### src/rtl/dda_line_rasterizer_macros.svh
// Assertion helpers for the line rasteriser.
`ifndef DDA_LINE_RASTERIZER_MACROS_SVH
`define DDA_LINE_RASTERIZER_MACROS_SVH

// Property checked on every clock edge outside reset.
`define DLR_ASSERT(lbl, prop, msg) \
	lbl: assert property (@(posedge clk) disable iff (!arst_n) (prop)) else $error(msg);

// Consequent checked in the cycle after the antecedent.
`define DLR_ASSERT_NEXT(lbl, ante, cons, msg) \
	lbl: assert property (@(posedge clk) disable iff (!arst_n) (ante) |=> (cons)) \
		else $error(msg);

`endif

### src/rtl/dlr_pkg.sv
`default_nettype none
package dlr_pkg;

	localparam int PORT_COORD_W = 10;

	localparam logic REQ_START   = 1'b0;
	localparam logic REQ_ADVANCE = 1'b1;

	typedef struct packed {
		logic load_out;
		logic start;
		logic advance;
		logic stale;
		logic div_step;
		logic div_last;
	} dlr_cmd_t;

	typedef struct packed {
		logic line_active;
		logic zero_len;
		logic last_step;
	} dlr_status_t;

endpackage
`default_nettype wire

### src/rtl/dlr_if.sv
`default_nettype none
interface dlr_req_if import dlr_pkg::*; ();
	logic                    valid;
	logic                    ready;
	logic                    req_type;
	logic [PORT_COORD_W-1:0] x_start;
	logic [PORT_COORD_W-1:0] y_start;
	logic [PORT_COORD_W-1:0] x_end;
	logic [PORT_COORD_W-1:0] y_end;

	modport source (output valid, req_type, x_start, y_start, x_end, y_end, input ready);
	modport sink (input valid, req_type, x_start, y_start, x_end, y_end, output ready);
endinterface

interface dlr_pix_if import dlr_pkg::*; ();
	logic                    valid;
	logic                    ready;
	logic [PORT_COORD_W-1:0] pix_x;
	logic [PORT_COORD_W-1:0] pix_y;
	logic                    last;
	logic                    stale;

	modport source (output valid, pix_x, pix_y, last, stale, input ready);
	modport sink (input valid, pix_x, pix_y, last, stale, output ready);
endinterface
`default_nettype wire

### src/rtl/dlr_divider.sv
`default_nettype none
module dlr_divider import dlr_pkg::*; #(
	parameter int COORD_BITS = 10,
	parameter int FRAC_BITS  = 16
) (
	input  logic                  clk,
	input  logic                  load,
	input  logic                  step,
	input  logic [COORD_BITS-1:0] mag,
	input  logic [COORD_BITS-1:0] steps,
	output logic [FRAC_BITS:0]    quo
);

	// restoring division, one quotient bit a cycle while step is high; mag <= steps so the
	// quotient needs FRAC_BITS+1 bits
	logic [COORD_BITS:0]   rem_q;
	logic [COORD_BITS-1:0] steps_q;
	logic [FRAC_BITS:0]    quo_q;
	logic [COORD_BITS:0]   divisor;
	logic [COORD_BITS:0]   diff;
	logic [COORD_BITS:0]   rem_nx;
	logic                  ge;

	assign divisor = {1'b0, steps_q};
	assign ge      = rem_q >= divisor;
	assign diff    = rem_q - divisor;
	assign rem_nx  = ge ? diff : rem_q;
	assign quo     = {quo_q[FRAC_BITS-1:0], ge};

	always_ff @(posedge clk) begin
		if (load) begin
			rem_q   <= {1'b0, mag};
			steps_q <= steps;
			quo_q   <= '0;
		end else if (step) begin
			rem_q <= {rem_nx[COORD_BITS-1:0], 1'b0};
			quo_q <= quo;
		end
	end

endmodule
`default_nettype wire

### src/rtl/dlr_datapath.sv
`default_nettype none
module dlr_datapath import dlr_pkg::*; #(
	parameter int COORD_BITS = 10,
	parameter int FRAC_BITS  = 16
) (
	input  logic                    clk,
	input  logic                    arst_n,
	input  dlr_cmd_t                cmd,
	output dlr_status_t             status,
	input  logic [PORT_COORD_W-1:0] x_start,
	input  logic [PORT_COORD_W-1:0] y_start,
	input  logic [PORT_COORD_W-1:0] x_end,
	input  logic [PORT_COORD_W-1:0] y_end,
	output logic [PORT_COORD_W-1:0] pix_x,
	output logic [PORT_COORD_W-1:0] pix_y,
	output logic                    last,
	output logic                    stale
);

	localparam int ACC_W  = COORD_BITS + FRAC_BITS;
	localparam int INC_W  = FRAC_BITS + 2;
	localparam int STEP_W = COORD_BITS + 1;
	localparam logic [ACC_W-1:0] HALF = ACC_W'(1) << (FRAC_BITS - 1);

	logic [COORD_BITS-1:0] xs, ys, xe, ye;
	logic signed [COORD_BITS:0] dx, dy, adx, ady;
	logic [COORD_BITS-1:0] ax, ay, steps;

	logic [ACC_W-1:0]      acc_x_q, acc_y_q;
	logic [INC_W-1:0]      inc_x_q, inc_y_q;
	logic [STEP_W-1:0]     steps_left_q;
	logic [COORD_BITS-1:0] end_x_q, end_y_q;
	logic                  line_active_q;
	logic                  neg_x_q, neg_y_q;
	logic [COORD_BITS-1:0] pix_x_q, pix_y_q;
	logic                  last_q, stale_q;

	logic [FRAC_BITS:0] quo_x, quo_y;
	logic [INC_W-1:0]   qx_ext, qy_ext;
	logic [ACC_W-1:0]   sum_x, sum_y, rnd_x, rnd_y, held_x, held_y;
	logic [ACC_W-1:0]   end_acc_x, end_acc_y;
	logic [COORD_BITS-1:0] nx_pix_x, nx_pix_y;
	logic                  nx_last, nx_stale;

	assign xs = COORD_BITS'(x_start);
	assign ys = COORD_BITS'(y_start);
	assign xe = COORD_BITS'(x_end);
	assign ye = COORD_BITS'(y_end);

	assign dx  = $signed({1'b0, xe}) - $signed({1'b0, xs});
	assign dy  = $signed({1'b0, ye}) - $signed({1'b0, ys});
	assign adx = dx[COORD_BITS] ? -dx : dx;
	assign ady = dy[COORD_BITS] ? -dy : dy;
	assign ax  = adx[COORD_BITS-1:0];
	assign ay  = ady[COORD_BITS-1:0];
	assign steps = (ax > ay) ? ax : ay;

	assign status.zero_len    = steps == '0;
	assign status.line_active = line_active_q;
	assign status.last_step   = steps_left_q == STEP_W'(1);

	dlr_divider #(.COORD_BITS(COORD_BITS), .FRAC_BITS(FRAC_BITS)) u_div_x (
		.clk   (clk),
		.load  (cmd.start),
		.step  (cmd.div_step),
		.mag   (ax),
		.steps (steps),
		.quo   (quo_x)
	);

	dlr_divider #(.COORD_BITS(COORD_BITS), .FRAC_BITS(FRAC_BITS)) u_div_y (
		.clk   (clk),
		.load  (cmd.start),
		.step  (cmd.div_step),
		.mag   (ay),
		.steps (steps),
		.quo   (quo_y)
	);

	// sign applied after the divide: rounds toward zero
	assign qx_ext = {1'b0, quo_x};
	assign qy_ext = {1'b0, quo_y};

	assign sum_x  = acc_x_q + {{(ACC_W-INC_W){inc_x_q[INC_W-1]}}, inc_x_q};
	assign sum_y  = acc_y_q + {{(ACC_W-INC_W){inc_y_q[INC_W-1]}}, inc_y_q};
	assign rnd_x  = sum_x + HALF;
	assign rnd_y  = sum_y + HALF;
	assign held_x = acc_x_q + HALF;
	assign held_y = acc_y_q + HALF;

	assign end_acc_x = {end_x_q, {FRAC_BITS{1'b0}}};
	assign end_acc_y = {end_y_q, {FRAC_BITS{1'b0}}};

	always_comb begin
		nx_pix_x = held_x[ACC_W-1:FRAC_BITS];
		nx_pix_y = held_y[ACC_W-1:FRAC_BITS];
		nx_last  = 1'b0;
		nx_stale = 1'b0;
		if (cmd.start) begin
			nx_pix_x = xs;
			nx_pix_y = ys;
			nx_last  = status.zero_len;
		end else if (cmd.advance) begin
			if (status.last_step) begin
				nx_pix_x = end_x_q;
				nx_pix_y = end_y_q;
				nx_last  = 1'b1;
			end else begin
				nx_pix_x = rnd_x[ACC_W-1:FRAC_BITS];
				nx_pix_y = rnd_y[ACC_W-1:FRAC_BITS];
			end
		end else begin
			nx_stale = cmd.stale;
		end
	end

	always_ff @(posedge clk or negedge arst_n) begin
		if (!arst_n) begin
			acc_x_q       <= '0;
			acc_y_q       <= '0;
			line_active_q <= 1'b0;
		end else if (cmd.start) begin
			acc_x_q       <= {xs, {FRAC_BITS{1'b0}}};
			acc_y_q       <= {ys, {FRAC_BITS{1'b0}}};
			line_active_q <= !status.zero_len;
		end else if (cmd.advance) begin
			if (status.last_step) begin
				acc_x_q       <= end_acc_x;
				acc_y_q       <= end_acc_y;
				line_active_q <= 1'b0;
			end else begin
				acc_x_q <= sum_x;
				acc_y_q <= sum_y;
			end
		end
	end

	always_ff @(posedge clk) begin
		if (cmd.start) begin
			end_x_q      <= xe;
			end_y_q      <= ye;
			neg_x_q      <= dx[COORD_BITS];
			neg_y_q      <= dy[COORD_BITS];
			steps_left_q <= {1'b0, steps};
		end else if (cmd.advance) begin
			steps_left_q <= steps_left_q - STEP_W'(1);
		end
		if (cmd.div_last) begin
			inc_x_q <= neg_x_q ? -qx_ext : qx_ext;
			inc_y_q <= neg_y_q ? -qy_ext : qy_ext;
		end
		if (cmd.load_out) begin
			pix_x_q <= nx_pix_x;
			pix_y_q <= nx_pix_y;
			last_q  <= nx_last;
			stale_q <= nx_stale;
		end
	end

	assign pix_x = PORT_COORD_W'(pix_x_q);
	assign pix_y = PORT_COORD_W'(pix_y_q);
	assign last  = last_q;
	assign stale = stale_q;

endmodule
`default_nettype wire

### src/rtl/dlr_controller.sv
`default_nettype none
module dlr_controller import dlr_pkg::*; #(
	parameter int FRAC_BITS = 16
) (
	input  logic        clk,
	input  logic        arst_n,
	input  logic        req_valid,
	input  logic        req_type,
	output logic        req_ready,
	output logic        pix_valid,
	input  logic        pix_ready,
	input  dlr_status_t status,
	output dlr_cmd_t    cmd
);

	localparam int CNT_W = $clog2(FRAC_BITS + 1);

	typedef enum logic [1:0] {
		ST_IDLE   = 2'b01,
		ST_DIVIDE = 2'b10
	} state_t;

	state_t           state_q, state_d;
	logic [CNT_W-1:0] cnt_q;
	logic             pix_valid_q;
	logic             accept;

	assign req_ready = (state_q == ST_IDLE) && (!pix_valid_q || pix_ready);
	assign accept    = req_valid && req_ready;
	assign pix_valid = pix_valid_q;

	always_comb begin
		cmd.load_out = accept;
		cmd.start    = accept && (req_type == REQ_START);
		cmd.advance  = accept && (req_type == REQ_ADVANCE) && status.line_active;
		cmd.stale    = accept && (req_type == REQ_ADVANCE) && !status.line_active;
		cmd.div_step = state_q == ST_DIVIDE;
		cmd.div_last = cmd.div_step && (cnt_q == CNT_W'(FRAC_BITS));
	end

	always_comb begin
		state_d = state_q;
		unique case (state_q)
			ST_IDLE: begin
				if (cmd.start && !status.zero_len)
					state_d = ST_DIVIDE;
			end
			ST_DIVIDE: begin
				if (cmd.div_last)
					state_d = ST_IDLE;
			end
			default: state_d = ST_IDLE;
		endcase
	end

	always_ff @(posedge clk or negedge arst_n) begin
		if (!arst_n) begin
			state_q     <= ST_IDLE;
			cnt_q       <= '0;
			pix_valid_q <= 1'b0;
		end else begin
			state_q <= state_d;
			if (state_q == ST_DIVIDE)
				cnt_q <= cnt_q + CNT_W'(1);
			else
				cnt_q <= '0;
			if (accept)
				pix_valid_q <= 1'b1;
			else if (pix_ready)
				pix_valid_q <= 1'b0;
		end
	end

endmodule
`default_nettype wire

### src/rtl/dda_line_rasterizer.sv
// DDA line rasteriser.
// req: one word per request. req_type start loads both endpoints and yields
//   the first endpoint; req_type advance yields the next pixel of the line.
// pix: one word per request: pixel column and row, last on the end point,
//   stale when an advance came with no line in progress (the held pixel
//   is repeated).
// Result: registered; it sits in the output register in the cycle after the
//   request word is taken.
// Throughput: advances and zero-length starts, one word a cycle unless pix.ready stalls
//   the output. A start of a line with length runs both per-axis restoring dividers,
//   one quotient bit a cycle, with req.ready low; the first pixel is already on pix
//   meanwhile.
// Reset: asynchronous, empties the output register, clears the accumulators
//   (the held pixel is 0,0) and ends any line.
// Stall: a pending result is held while pix.ready is low; a new request is
//   taken in the cycle pix.ready frees the output register, unless a divide runs.
`include "dda_line_rasterizer_macros.svh"
`default_nettype none
module dda_line_rasterizer import dlr_pkg::*; #(
	parameter int COORD_BITS = 10,
	parameter int FRAC_BITS  = 16
) (
	input  logic      clk,
	input  logic      arst_n,
	dlr_req_if.sink   req,
	dlr_pix_if.source pix
);

	dlr_cmd_t    cmd;
	dlr_status_t status;

	dlr_controller #(.FRAC_BITS(FRAC_BITS)) u_ctrl (
		.clk       (clk),
		.arst_n    (arst_n),
		.req_valid (req.valid),
		.req_type  (req.req_type),
		.req_ready (req.ready),
		.pix_valid (pix.valid),
		.pix_ready (pix.ready),
		.status    (status),
		.cmd       (cmd)
	);

	dlr_datapath #(.COORD_BITS(COORD_BITS), .FRAC_BITS(FRAC_BITS)) u_dp (
		.clk     (clk),
		.arst_n  (arst_n),
		.cmd     (cmd),
		.status  (status),
		.x_start (req.x_start),
		.y_start (req.y_start),
		.x_end   (req.x_end),
		.y_end   (req.y_end),
		.pix_x   (pix.pix_x),
		.pix_y   (pix.pix_y),
		.last    (pix.last),
		.stale   (pix.stale)
	);

	`DLR_ASSERT(a_no_req_in_divide, cmd.div_step |-> !req.ready, "request taken mid-divide")
	`DLR_ASSERT_NEXT(a_word_to_output, req.valid && req.ready, pix.valid, "result word lost")
	`DLR_ASSERT(a_last_not_stale, pix.valid |-> !(pix.last && pix.stale), "last and stale both set")
	`DLR_ASSERT_NEXT(a_start_divides, cmd.start && !status.zero_len, cmd.div_step,
		"divider not started")

endmodule
`default_nettype wire

### src/flat_wrapper.sv
// flat-port wrapper written by rule: the top's interface ports become plain ports
module dda_line_rasterizer_flat import dlr_pkg::*;
#(
	parameter int COORD_BITS = 10,
	parameter int FRAC_BITS  = 16
)
  (clk, arst_n, req_valid, req_req_type, req_x_start, req_y_start, req_x_end, req_y_end, req_ready, pix_valid, pix_pix_x, pix_pix_y, pix_last, pix_stale, pix_ready);
  dlr_req_if req_i ();
  dlr_pix_if pix_i ();
  input  logic clk;
  input  logic arst_n;
  input wire logic [$bits(req_i.valid)-1:0] req_valid;
  input wire logic [$bits(req_i.req_type)-1:0] req_req_type;
  input wire logic [$bits(req_i.x_start)-1:0] req_x_start;
  input wire logic [$bits(req_i.y_start)-1:0] req_y_start;
  input wire logic [$bits(req_i.x_end)-1:0] req_x_end;
  input wire logic [$bits(req_i.y_end)-1:0] req_y_end;
  output wire logic [$bits(req_i.ready)-1:0] req_ready;
  output wire logic [$bits(pix_i.valid)-1:0] pix_valid;
  output wire logic [$bits(pix_i.pix_x)-1:0] pix_pix_x;
  output wire logic [$bits(pix_i.pix_y)-1:0] pix_pix_y;
  output wire logic [$bits(pix_i.last)-1:0] pix_last;
  output wire logic [$bits(pix_i.stale)-1:0] pix_stale;
  input wire logic [$bits(pix_i.ready)-1:0] pix_ready;
  assign req_i.valid = req_valid;
  assign req_i.req_type = req_req_type;
  assign req_i.x_start = req_x_start;
  assign req_i.y_start = req_y_start;
  assign req_i.x_end = req_x_end;
  assign req_i.y_end = req_y_end;
  assign req_ready = req_i.ready;
  assign pix_valid = pix_i.valid;
  assign pix_pix_x = pix_i.pix_x;
  assign pix_pix_y = pix_i.pix_y;
  assign pix_last = pix_i.last;
  assign pix_stale = pix_i.stale;
  assign pix_i.ready = pix_ready;
  dda_line_rasterizer #(.COORD_BITS(COORD_BITS), .FRAC_BITS(FRAC_BITS)) u_core (.clk(clk), .arst_n(arst_n), .req(req_i), .pix(pix_i));
endmodule
### config.mk
export PLATFORM = sky130hd
export DESIGN_NAME = dda_line_rasterizer_flat
export DESIGN_NICKNAME = d
export VERILOG_FILES = /design/src/rtl/dlr_pkg.sv /design/src/rtl/dlr_if.sv /design/src/rtl/dlr_divider.sv /design/src/rtl/dlr_datapath.sv /design/src/rtl/dlr_controller.sv /design/src/rtl/dda_line_rasterizer.sv /design/src/flat_wrapper.sv
export VERILOG_INCLUDE_DIRS = /design/src /design/src/rtl
export SDC_FILE = /design/constraint.sdc
export NUM_CORES = 1
export LEC_CHECK = 0
export ABC_CLOCK_PERIOD_IN_PS = 8600
export BUFFER_PORTS_ARGS = -buffer_cell sky130_fd_sc_hd__buf_4
export CORE_ASPECT_RATIO = 0.9
export CORE_MARGIN = 5
export CORE_UTILIZATION = 60
export CTS_BUF_LIST = sky130_fd_sc_hd__clkbuf_2 sky130_fd_sc_hd__clkbuf_4 sky130_fd_sc_hd__clkbuf_8
export CTS_CLUSTER_DIAMETER = 100
export DETAILED_ROUTE_END_ITERATION = 8
export GPL_TIMING_DRIVEN = 0
export PLACE_DENSITY = 0.77
export SLEW_MARGIN = 20
export SYNTH_ARGS = -nofsm -noshare
export SYNTH_HDL_FRONTEND = slang
export SYNTH_SLANG_ARGS = --single-unit
### constraint.sdc
create_clock -name clk -period 8.6 [get_ports clk]
set_input_delay 2.58 -clock clk [delete_from_list [all_inputs] [get_ports clk]]
set_output_delay 2.58 -clock clk [all_outputs]
set_load 0.02 [all_outputs]
======== Word level (Yosys, flattened, before mapping) ========
Index checks and enable logic that the tools add are counted.
storage, ports and cells
  bits of input ports ..................... 45
  output and inout port bits .............. 24
  logic and storage cells ................. 110
  flip-flop bits (word level) ............. 216
cells by class
  equality and inequality tests ........... 6
  muxes and demuxes ....................... 37
  order comparisons ....................... 3
  bitwise gates (word level) .............. 1
  add/subtract/negate cells ............... 16
  reduce and logical (&&, ||, !) cells .... 20
operators with widths
  cell                                                                     number
  10-bit 2-to-1 mux                                                        17
  26-bit 2-to-1 mux                                                        6
  26-bit by 16-bit adder with 26-bit output, second input constant         4
  26-bit adder                                                             2
  17-bit negator with 18-bit output                                        2
  17-bit 2-to-1 mux                                                        2
  11-bit by 10-bit greater-or-equal comparator with 1-bit output           2
  10-bit by 10-bit subtractor with 11-bit output                           2
  10-bit negator                                                           2
  10-bit subtractor                                                        2
  11-bit by 1-bit equality test with 1-bit output, second input constant   1
  11-bit by 1-bit subtractor with 11-bit output, second input constant     1
  10-bit > comparator                                                      1
  10-bit zero test                                                         1
  1-bit logical AND                                                        8
  1-bit 2-to-1 mux                                                         8
  2-bit nonzero test                                                       4
  5-bit by 1-bit adder with 5-bit output, second input constant            1
  5-bit equality test, second input constant                               1
  5-bit 2-to-1 mux                                                         1
  2-bit 2-to-1 mux                                                         2
  2-bit by 1-bit inequality test with 1-bit output, second input constant  2
  2-bit one-hot mux with 2 select lines                                    1
  2-bit AND reduction                                                      2
  6 further kinds                                                          8

======== Logic depth before layout (Yosys ltp) ========
  depth in word-level cells ............... 10
  gate-level depth with buffers ........... 24

======== Cells and area by module ========
From an unflattened synthesis, not the netlist that was laid out.
unflattened totals
  cell total of the unflattened synthesis .. 1705
  area, all modules ....................... 15836.4 µm²
modules (own cells, without submodules)
  module          instances  area each (µm²)  cells an instance  seq. area each (µm²)
  dlr_datapath    1          11597.4          1311               4048.9
  dlr_divider     2          1904.3           177                940.9
  dlr_controller  1          430.4            40                 201.4

======== Least setup slack after synthesis ========
OpenSTA, ideal clock, no wires.
  kind .................................... input-to-reg
  from .................................... input port req_y_end[0]
  to ...................................... register u_core.u_dp.last_q, in the netlist u_core.u_dp.last (data pin)
  arrival ................................. 6.897 ns
  data required time ...................... 8.424 ns
  library setup time ...................... 0.176 ns
  setup slack ............................. 1.527 ns
  path buffers ............................ 1
  cell stages on the path ................. 22
  path through ............................ inv_1 ha_1 inv_1 fa_1 a211oi_1 nor2_1 a311oi_1 and4bb_1 a31oi_1 xnor2_1 xnor2_1 ha_1 nand4_1 nor3_1 nand3_1 and2_1 clkbuf_1 or3_1 a221o_1 a211oi_1 nand2_1 o32ai_1
between the ends
  word-level cells in the longest chain between the ends .. 7
ends and longest elaborated chain
  element                                           RTL line             RTL
  from (decl)                                       flat_wrapper.sv:17   input wire logic [$bits(req_i.y_end)-1:0] req_y_end;
  10-bit by 10-bit subtractor with 11-bit output *  dlr_datapath.sv:51   assign dy = $signed({1'b0, ye}) - $signed({1'b0, ys});
  10-bit negator                                    dlr_datapath.sv:53   assign ady = dy[COORD_BITS] ? -dy : dy;
  10-bit 2-to-1 mux *                               dlr_datapath.sv:53
  10-bit > comparator                               dlr_datapath.sv:56   assign steps = (ax > ay) ? ax : ay;
  10-bit 2-to-1 mux *                               dlr_datapath.sv:56
  10-bit zero test *                                dlr_datapath.sv:58   assign status.zero_len = steps == '0;
  1-bit 2-to-1 mux *                                dlr_datapath.sv:99   if (cmd.start) begin
  via u_core.u_dp.nx_last                           dlr_datapath.sv:43   logic nx_last, nx_stale;
  to (signal assigned)                              dlr_datapath.sv:155  last_q <= nx_last;
  to (decl)                                         dlr_datapath.sv:36   logic last_q, stale_q;
Mark *: on every way through the listed nets, which the timed path passes. The rest lies on a longest branch.
A chain may end at the register's enable or synchronous reset.

======== Worst setup path after layout ========
  from .................................... input port req_y_end[0]
  to ...................................... register u_core.u_dp.last_q, in the netlist u_core.u_dp.last (data pin)
between the ends
  word-level cells in the longest chain between the ends .. 7
ends and longest elaborated chain
  element                                           RTL line            RTL
  10-bit by 10-bit subtractor with 11-bit output *  dlr_datapath.sv:51
  10-bit negator                                    dlr_datapath.sv:53
  10-bit 2-to-1 mux *                               dlr_datapath.sv:53
  10-bit > comparator                               dlr_datapath.sv:56
  10-bit 2-to-1 mux *                               dlr_datapath.sv:56
  via u_core.u_dp.steps[4]                          dlr_datapath.sv:27  logic [COORD_BITS-1:0] ax, ay, steps;
  10-bit zero test *                                dlr_datapath.sv:58
  1-bit 2-to-1 mux *                                dlr_datapath.sv:99
  via u_core.u_dp.nx_last                           dlr_datapath.sv:43
Marked as above.

==> flow_metrics.tcl <==
set metrics [dict create \
    status "finished, final reports clean" \
    final_common_cell "nand2_1" \
    antenna_found_initial 0 \
    yosysWarnings 0 \
    cts_setup_buffers 0 \
    post-dp-hpwl_um 32500 \
    drtPass1Iterations 8 \
    worst_slew_margin_rel 0.401 \
    syn_to_final_growth_pct 12.0 \
    setup_tns_ns 0 \
    path_clk_slew_ns 0.07 \
    timing.max_cap.violations 0 \
    cts_hold_buf 0 \
    via_per_inst 6.37 \
    cts-buffers-inserted 38 \
    synthAdderAreaFrac 0.102 \
    final_area_mm2 0.0167 \
    drive_gt1_frac 0.0941 \
    post-route-util 0.685 \
    synthSimpleGateAreaFrac 0.164 \
    grt_overflow 0 \
    p_sw_frac 0.422 \
    dieHeight_um 159 \
    end_kind "flop" \
    synth_cell_types 83 \
    r2r_cells 13 \
    timing.fmax_ghz 0.124 \
    min_path_type "flop to flop" \
    synthMuxAreaShare 0.0109 \
    place_area_mm2 0.0158 \
    rows 54 \
    rsz0062_at_grt "no" \
    drc 0 \
    synth_top_family_by_area "compound AO/OA/AOI/OAI gates" \
    worstPathRequired_ns 8.90 \
    wire_per_inst_um 20.8 \
    drtIter0Drc 1238 \
    fin_crit_ns 8.04 \
    nets 1920 \
    clock_path_buffers 3 \
    syn_area_mm2 0.0149 \
    p_leak_nw 6.94 \
    synth_edf_count 120 \
    gp_congestion 1.01 \
    start_util 0.612 \
    synth_xor_area_frac 0.0864 \
    n_antenna_cell 0 \
    finalHoldViolCount 0 \
    grt_max_degree 62 \
    pwr-share-seq 0.296 \
    wl_um 43500 \
    synthCells 1647 \
    period_share 0.935 \
    postSynthNetCount 1810 \
    synth_compound_area_frac 0.205 \
    cts-htree-levels 2 \
    synth-main-ff-cell "edfxtp_1" \
    synth.avg_cell_area_um2 9.04 \
    worst_pin_slew_ns 0.898 \
    synth_seq_area_share 0.392 \
    port_buffers 68 \
    power.density_mw_per_mm2 310 \
    cts_tree "yes" \
    ant_nets 0 \
    ys_ff_latch 216 \
    async_flop_share 0.282 \
    clkPwrFrac 0.204 \
    p_switching_mw 2.18 \
    fillerInstances 1953 \
    final.setup_skew_ns 0.0134 \
    core_mm2 0.0243 \
    vias 13300 \
    setup_violations 0 \
    combPwrFrac 0.500 \
    numClockSinks 216 \
    grt_pass1_vias 12700 \
    final_cell_mix "nand2_1, o21ai_0, nor2_1" \
    drv_slew 0 \
    grt.total_usage 0.303 \
    criticalPathCategory "input port to flop" \
    peakVddDrop_uv 165 \
    crit_arrival_ns 8.34 \
    worstSkewPairLatency_ns 0.56 \
    cts_root_buffer "clkbuf_8" \
    dieArea_mm2 0.0281 \
    critPathMaxFanout 8 \
    grt_pass1_wl_um 68300 \
    power_mw 5.17 \
    ioPinCount 69 \
    cts.repair.resized 0 \
    p_int_mw 2.99 \
    die_w_um 176 \
    hold_path_depth 2 \
    start_kind "input port" \
]
critical path: stages:
cell,delay (ns)
buf_4,0.12
inv_1,0.06
ha_1,0.15
inv_1,0.06
fa_1,0.42
a211oi_1,0.49
nor2_1,0.16
a311oi_1,0.48
and4bb_1,0.31
a31oi_1,0.11
xnor2_1,0.16
xnor2_1,0.44
ha_1,0.21
nand4_1,0.14
nor3_1,0.28
a21oi_1,0.11
o211ai_1,0.11
and2_1,0.15
clkbuf_1,0.29
mux2i_1,0.23
a221o_1,0.34
a211oi_1,0.40
nand2_1,0.10
o32ai_1,0.43
Yosys cell counts, types with 9 or more instances:
master,count,area [um2]
nor3_1,27,135
and2_1,9,56.3
xor2_1,59,517
xnor2_1,86,753
o21ai_0,148,741
a22oi_1,11,82.6
mux2i_1,14,140
a21oi_1,120,601
or2_2,9,56.3
nor4_1,9,56.3
o211ai_1,11,82.6
inv_1,86,323
nor2_1,128,480
dfrtp_1,60,1500
nand2b_1,17,106
a22o_1,9,78.8
a211oi_1,28,210
nor2b_1,17,106
ha_1,112,1400
a21o_1,27,203
and3_1,14,87.6
dfxtp_1,35,701
a221o_1,12,120
nand3_1,49,245
o31ai_1,13,97.6
clkbuf_1,52,195
edfxtp_1,120,3600
or3_1,11,68.8
nand2_1,197,739
final timing paths:
| path | startpoint | endpoint | slack, ns |
|---|---|---|---|
| max reg2reg | u_core.u_dp.u_div_y.steps_q[1]$_DFFE_PP_ | u_core.u_dp.inc_x_q[14]$_DFFE_PP_ | 4.26 |
| min in group asynchronous | arst_n | u_core.u_dp.acc_x_q[21]$_DFFE_PN0P_ | 2.14 |
| min | u_core.u_dp.u_div_x.quo_q[0]$_SDFFE_PP0P_ | u_core.u_dp.u_div_x.quo_q[0]$_SDFFE_PP0P_ | 0.48 |
| max | req_y_end[0] | u_core.u_dp.last$_DFFE_PP_ | 0.56 |
| max in group asynchronous | arst_n | u_core.u_dp.acc_x_q[0]$_DFFE_PN0P_ | 5.86 |
| min reg2reg | u_core.u_dp.u_div_x.quo_q[0]$_SDFFE_PP0P_ | u_core.u_dp.u_div_x.quo_q[0]$_SDFFE_PP0P_ | 0.48 |
power by group through the flow:
stage / Clock [mW] / Sequential (mW) / Combinational [mW]
6_report: 1.06 / 1.53 / 2.59
5_1_grt: 1.12 / 1.55 / 2.85
4_1_cts: 1.07 / 1.52 / 2.53
3_5_place_dp: 0 / 1.54 / 2.51
3_3_place_gp: 0 / 1.53 / 2.44
2_1_floorplan: 0 / 1.53 / 1.87
cell type report:
class	instances	area (um2)	area share
buffer	60	259	0.0155
clock buffer	50	638	0.0383
clock inverter	18	191	0.0115
inverter	88	330	0.0198
multi-input combinational	1283	8480	0.508
sequential	216	5830	0.350
tap	308	385	0.0231
timing repair buffer	70	558	0.0335
cells by family (layout without fill, tap and decap cells):
kind of cell             count (synthesis)  in the layout
AO/OA/AOI/OAI                          479            479
XOR/XNOR                               146            146
flip-flops                             216            216
buffers and inverters                  148            286
multiplexers                            16             16
adder cells (fa/ha/maj)                118            118
AND/OR/NAND/NOR                        524            524
state kept, by name (all words and copies together) (netlist names), 10 cells and up:
signal and flops:
u_core.u_dp.end_x_q 10, u_core.u_dp.u_div_x.quo_q 16, u_core.u_dp.acc_y_q 26, u_core.u_dp.inc_y_q 18, u_core.u_dp.inc_x_q 18, u_core.u_dp.acc_x_q 26, u_core.u_dp.u_div_x.rem_q 11, u_core.u_dp.steps_left_q 11
u_core.u_dp.u_div_y.rem_q 11, u_core.u_dp.end_y_q 10, u_core.u_dp.u_div_y.quo_q 16, u_core.u_dp.pix_y 10, u_core.u_dp.u_div_y.steps_q 10, u_core.u_dp.pix_x 10
through the flow:
step,setup slack (ns),hold slack (ns),std cells
CTS,0.755,0.486,2093
finish,0.560,0.484,2093
global route,0.353,0.491,2093
detailed placement,0.242,0.471,2025
floorplan,1.53,0.442,1647
global placement,0.319,0.456,2023
per-layer routing:
layer | share of wire | track usage | vias up | wire length [um]
li1 | - | - | 6217 | -
met2 | 0.45 | 0.475 | 673 | 19400
met4 | 0.036 | 0.109 | 0 | 1580
met3 | 0.099 | 0.0662 | 121 | 4310
met5 | 0 | 0 | - | 0
met1 | 0.42 | 0.417 | 6327 | 18200
(Power assumes the default switching activity.)
